`src/rtl/paict_pkg.sv`:
```
package paict_pkg;

   localparam int unsigned TABLE_ENTRIES_DEF = 256;

   localparam logic [1:0] KIND_INC = 2'd0;
   localparam logic [1:0] KIND_DEC = 2'd1;
   localparam logic [1:0] KIND_QRY = 2'd2;

   localparam logic [2:0] ST_OK        = 3'd0;
   localparam logic [2:0] ST_ZERO      = 3'd1;
   localparam logic [2:0] ST_DEC_MISS  = 3'd2;
   localparam logic [2:0] ST_FULL      = 3'd3;
   localparam logic [2:0] ST_NOT_FOUND = 3'd4;

   localparam logic signed [31:0] CNT_MAX  = 32'sh7FFF_FFFF;
   localparam logic signed [31:0] CNT_MIN  = 32'sh8000_0000;
   localparam logic signed [31:0] CNT_NONE = -32'sd1;
   localparam logic signed [31:0] CNT_ZERO = 32'sd0;
   localparam logic signed [31:0] CNT_ONE  = 32'sd1;

   typedef struct packed {
      logic               done;
      logic [1:0]         kind;
      logic [31:0]        key;
      logic [2:0]         status;
      logic signed [31:0] count;
   } item_type;

endpackage

```
`src/rtl/paict_cell.sv`:
```
module paict_cell (
   input  logic                clock,
   input  logic                reset,
   input  logic                advance,
   input  logic                item_vld_i,
   input  paict_pkg::item_type item_i,
   output logic                item_vld_o,
   output paict_pkg::item_type item_o,
   output logic                entry_vld_o
);

   logic                item_vld_ff;
   paict_pkg::item_type item_ff;
   paict_pkg::item_type item_in;
   logic                valid_ff;
   logic                valid_in;
   logic [31:0]         key_ff;
   logic [31:0]         key_in;
   logic signed [31:0]  count_ff;
   logic signed [31:0]  count_in;
   logic                hit;

   always_comb begin
      item_in  = item_i;
      valid_in = valid_ff;
      key_in   = key_ff;
      count_in = count_ff;
      hit      = valid_ff && (key_ff == item_i.key);
      if (item_vld_i && !item_i.done) begin
         if (hit) begin
            case (item_i.kind)
               paict_pkg::KIND_INC: begin
                  if (count_ff != paict_pkg::CNT_MAX) begin
                     count_in = count_ff + paict_pkg::CNT_ONE;
                  end
               end
               paict_pkg::KIND_DEC: begin
                  if (count_ff != paict_pkg::CNT_MIN) begin
                     count_in = count_ff - paict_pkg::CNT_ONE;
                  end
               end
               default: begin
                  count_in = count_ff;
               end
            endcase
            item_in.done   = 1'b1;
            item_in.status = paict_pkg::ST_OK;
            item_in.count  = count_in;
         end else if (!valid_ff) begin
            // first free slot: every later slot is free too
            item_in.done = 1'b1;
            case (item_i.kind)
               paict_pkg::KIND_INC: begin
                  valid_in       = 1'b1;
                  key_in         = item_i.key;
                  count_in       = paict_pkg::CNT_ONE;
                  item_in.status = paict_pkg::ST_OK;
                  item_in.count  = paict_pkg::CNT_ONE;
               end
               paict_pkg::KIND_DEC: begin
                  item_in.status = paict_pkg::ST_DEC_MISS;
                  item_in.count  = paict_pkg::CNT_ZERO;
               end
               default: begin
                  item_in.status = paict_pkg::ST_NOT_FOUND;
                  item_in.count  = paict_pkg::CNT_NONE;
               end
            endcase
         end
      end
   end

   always_ff @(posedge clock) begin
      if (reset) begin
         item_vld_ff <= 1'b0;
         valid_ff    <= 1'b0;
      end else if (advance) begin
         item_vld_ff <= item_vld_i;
         valid_ff    <= valid_in;
      end
   end

   always_ff @(posedge clock) begin
      if (advance) begin
         item_ff  <= item_in;
         key_ff   <= key_in;
         count_ff <= count_in;
      end
   end

   assign item_vld_o  = item_vld_ff;
   assign item_o      = item_ff;
   assign entry_vld_o = valid_ff;

endmodule
```
`config.mk`:
```
export PLATFORM = sky130hd
export DESIGN_NAME = paict_cell
export DESIGN_NICKNAME = d
export VERILOG_FILES = /design/src/rtl/paict_pkg.sv /design/src/rtl/paict_cell.sv
export SDC_FILE = /design/constraint.sdc
export NUM_CORES = 1
export LEC_CHECK = 0
export ABC_AREA = 1
export BUFFER_PORTS_ARGS = -buffer_cell sky130_fd_sc_hd__buf_2
export CORE_UTILIZATION = 47
export CTS_CLUSTER_DIAMETER = 150
export CTS_CLUSTER_SIZE = 12
export DETAILED_ROUTE_END_ITERATION = 6
export GPL_ROUTABILITY_DRIVEN = 0
export PLACE_DENSITY = 0.7
export SYNTH_ARGS = -nofsm -noshare
export SYNTH_HDL_FRONTEND = slang
export SYNTH_SLANG_ARGS = --single-unit
```
`constraint.sdc`:
```
create_clock -name clock -period 6.6 [get_ports clock]
set_clock_uncertainty 0.2 [all_clocks]
set_input_delay 1.98 -clock clock [delete_from_list [all_inputs] [get_ports clock]]
set_output_delay 1.98 -clock clock [all_outputs]
set_load 0.1 [all_outputs]
```
==> out/qor_table.md <==
| Quantity | Reported | Unit |
| --- | --- | --- |
| CTS resizes | 0 | - |
| Maximum capacitance violations | 0 | - |
| Die Y-Extent | 141.8 | um |
| Starting density of the core | 0.4848 | - |
| Clk sink count | 136 | - |
| Worst-path maximum fanout | 58 | - |
| Synthesized-area fraction occupied by ao, oa, aoi and oai cells | 0.05419 | - |
| Top post-synthesis cells by count | 482 x nand2_1, 167 x nor2_1, 134 x edfxtp_1 | - |
| Max stage delay cell, worst path | inv_2 | - |
| H-tree depth | 4 | - |
| Worst-case setup margin in the final layout | 2.338 | ns |
| Reported leakage power | 4.544 | nW |
| Area contributors post-synth | edfxtp_1 44%, nand2_1 20%, nor2_1 6.8% | - |
| CTS max path bufs | 2 | - |
| Cell taking the most area after synthesis | edfxtp_1 | - |
| Category of the worst setup path launch point | input port | - |
| Number of nets in the synthesized netlist | 1325 | - |
| Critical setup path kind | input port to flop | - |
| Sequential-to-total area share from yosys stat | 0.4423 | - |
| Mean cell area of the mapped netlist | 7.363 | sq um |
| Critical path's most frequent cell | nand2_1 | - |
| Synth cell types | 48 | - |
| Total clock buffers created by CTS | 17 | - |
| Type of destination of the critical path | flop | - |
| Number of diodes | 0 | - |
| Detailed-placement wirelength estimate | 20.44 | mm |
| Pre-CTS setup slack | 1.921 | ns |
| Layout overhead on the synthesized area | 14.92 | % |
| Total Die Area | 20110 | sq um |
| Run status | finished, final reports clean | - |
| Area share of the largest cell type after synthesis | 0.4379 | - |
| Setup repair after global routing missed its margin | no | - |
| TritonCTS clock tree | done | - |
| Launch point of the worst reg-to-reg path | key_ff[12]$_DFFE_PP_ | - |
| Max frequency | 234.6 | MHz |
| Hold bufs inserted after CTS | 0 | - |
| Vias | 9066 | - |
| Power density of the placed cells | 225.5 | nW/um^2 |
| Termination of the worst setup path | item_o[13]$_DFFE_PP_ | - |
| Number of synthesized register bits | 136 | - |
| Most common cell in the synthesized netlist | nand2_1 | - |
| Highest ir drop seen on vdd | 0.0001779 | V |
| Critical-path cell list | buf_2, xnor2_1, nand2_1, nor3_1, nand2_1, nor2_1, nand3_1, buf_4, inv_2, nand2_1, nand2_1, nand2_1, o21ai_0 | - |
| Number of enable-type register cells in the synthesized netlist | 134 | - |
| Final Hold Fails | 0 | - |
| Placed insts | 1604 | - |
| Final-report max-slew violation count | 0 | - |
| Data arrival time of the critical path | 4.32 | ns |
| Startpoint of the most critical setup path | item_i[47] | - |
| Actual slew at the worst max-slew pin | 1.102 | ns |
| Final routed wire length divided by cell count | 17.08 | um |
| Clock-pin slew on the worst setup and hold paths | 0.07 | ns |
| Remaining routing DRC violations | 0 | - |
| Postcts setup bufs | 0 | - |
| Share of cell area taken by muxes after synthesis | 0.001089 | - |
| Area of all placed cells without fillers | 10560 | sq um |
| Share of synthesized registers carrying an async set or reset | 0 | - |
| Pin count of the biggest net entering global routing | 72 | - |
| Final setup violation count | 0 | - |
| Std cell rows | 50 | - |
| Final instance count without filler cells | 1636 | - |
| Largest family of logic cells by synthesized area | simple AND/OR/NAND/NOR gates | - |
| WP data required | 6.66 | ns |
| Iter 0 DRT Violations | 973 | - |
| Share of the core filled with cells in the final layout | 0.5571 | - |
| Simple-gate portion of the synthesized area | 0.3824 | - |
| Detailed-route wire length | 27.95 | mm |
| Post-Synthesis Cells | 1248 | - |
| Flop2flop setup slack | 3.63 | ns |
| Global-route wire length before repair | 44.15 | mm |
| Reg2Reg Capture Point | item_o[13]$_DFFE_PP_ | - |
| Total number of nets in the final design | 1440 | - |
| Io pins | 146 | - |
| CTS Root Buffer Type | clkbuf_16 | - |
| Combined area of all synthesized cells | 9189 | sq um |
| GRT Residual Overflow | 0 | - |
| Hold/Removal Path Class | flop to flop | - |
| Max-slew headroom | 0.2635 | - |
| Initial antenna violation count | 0 | - |
| Final sum of negative setup slack | 0 | ns |
| Die width | 141.8 | um |
| Drt pass-1 iters | 6 | - |
| Number of global-route vias before repair | 8331 | - |
| Largest stage delay, worst path | 0.75 | ns |
| Adder-Cell Fraction of Synth Area | 0.004085 | - |
| Sum of internal, switching and leakage power | 2.381 | mW |
| Synth warn | 0 | - |
| Placeable core region | 18960 | sq um |
| Layout cell share with drive strength beyond 1 | 0.1664 | - |
| Post-Synth XOR/XNOR Area | 0.04003 | - |
| Primary FF master, synth | edfxtp_1 | - |
| Count of port buffers added during placement | 145 | - |
| Time the final worst path needs with I/O delays and setup | 4.262 | ns |
| Count of cells along the worst register-to-register path | 12 | - |
| Final-layout worst hold slack | 0.2697 | ns |
| Antenna violation net count after detailed routing | 0 | - |
| Total routing resource utilization after global routing | 0.2870 | - |
| Part of the cycle the worst path needs | 0.6457 | - |
| Clock insertion delay at the later pin of the skew report | 0.44 | ns |
| Via density per instance | 5.542 | - |
| Cell Area, Placed | 9973 | sq um |
flip-flops by register name, summed over array words and instances (netlist names):
| name | count |
|---|---|
| entry_vld_o | 1 |
| count_ff | 32 |
| item_o | 70 |
| key_ff | 32 |
| item_vld_o | 1 |
worst max-delay path, delay by kind of cell:
family	cells	cell delay, ns
simple gates	8	0.89
xor+xnor	1	0.17
buf+inv	3	1.14
compound gates	1	0.11
layout by cell type, fill, tap and decap left out, types with 9 or more instances in the layout:
| cell | instances |
|---|---|
| nor2_1 | 166 |
| nor2_2 | 11 |
| nand2_1 | 482 |
| xnor2_1 | 21 |
| buf_2 | 145 |
| xor2_1 | 21 |
| clkbuf_16 | 17 |
| inv_1 | 84 |
| nand3_1 | 99 |
| nand4_1 | 28 |
| buf_4 | 9 |
| a21oi_1 | 33 |
| o21ai_0 | 30 |
| edfxtp_1 | 134 |
worst min path at each step:
| stage | start | endpoint | cells after the start |
|---|---|---|---|
| 2_1_floorplan | count_ff[31]$_SDFFCE_PN0P_ | count_ff[31]$_SDFFCE_PN0P_ | 2 |
| 3_3_place_gp | item_vld_o$_SDFFE_PP0P_ | item_vld_o$_SDFFE_PP0P_ | 2 |
| 3_5_place_dp | item_vld_o$_SDFFE_PP0P_ | item_vld_o$_SDFFE_PP0P_ | 2 |
| 4_1_cts | item_vld_o$_SDFFE_PP0P_ | item_vld_o$_SDFFE_PP0P_ | 2 |
| 5_1_grt | item_vld_o$_SDFFE_PP0P_ | item_vld_o$_SDFFE_PP0P_ | 2 |
| 6_report | item_vld_o$_SDFFE_PP0P_ | item_vld_o$_SDFFE_PP0P_ | 2 |
per-layer routing:
| layer | GRT usage | part of all wire |
|---|---|---|
| met4 | 0.1392 | 0.042 |
| met2 | 0.4620 | 0.46 |
| met1 | 0.3665 | 0.40 |
| met3 | 0.06210 | 0.097 |
| met5 | 0 | 0 |
cells by family after synthesis:
family                     after synthesis
AOI/OAI and AO/OA                       88
xor gates and xnor gates                42
adders and majority gates                3
buffers and inverters                  151
DFF                                    136
muxes                                    1
and+or+nand+nor                        827
layout make-up:
type	instances	area, sq um
Fill cell	1809	8396
Multi-Input combinational cell	961	4442
Timing Repair Buffer	154	793.3
Sequential cell	136	4064
Clock inverter	15	161.4
Tap cell	260	325.3
Clock buffer	17	425.4
Inverter	93	349.1
power breakdown:
group          internal [mW]  switching (mW)
logic                 0.0763           0.360
registers              0.990          0.0133
clock network          0.503           0.438
Power figures use the tool's default switching activity.
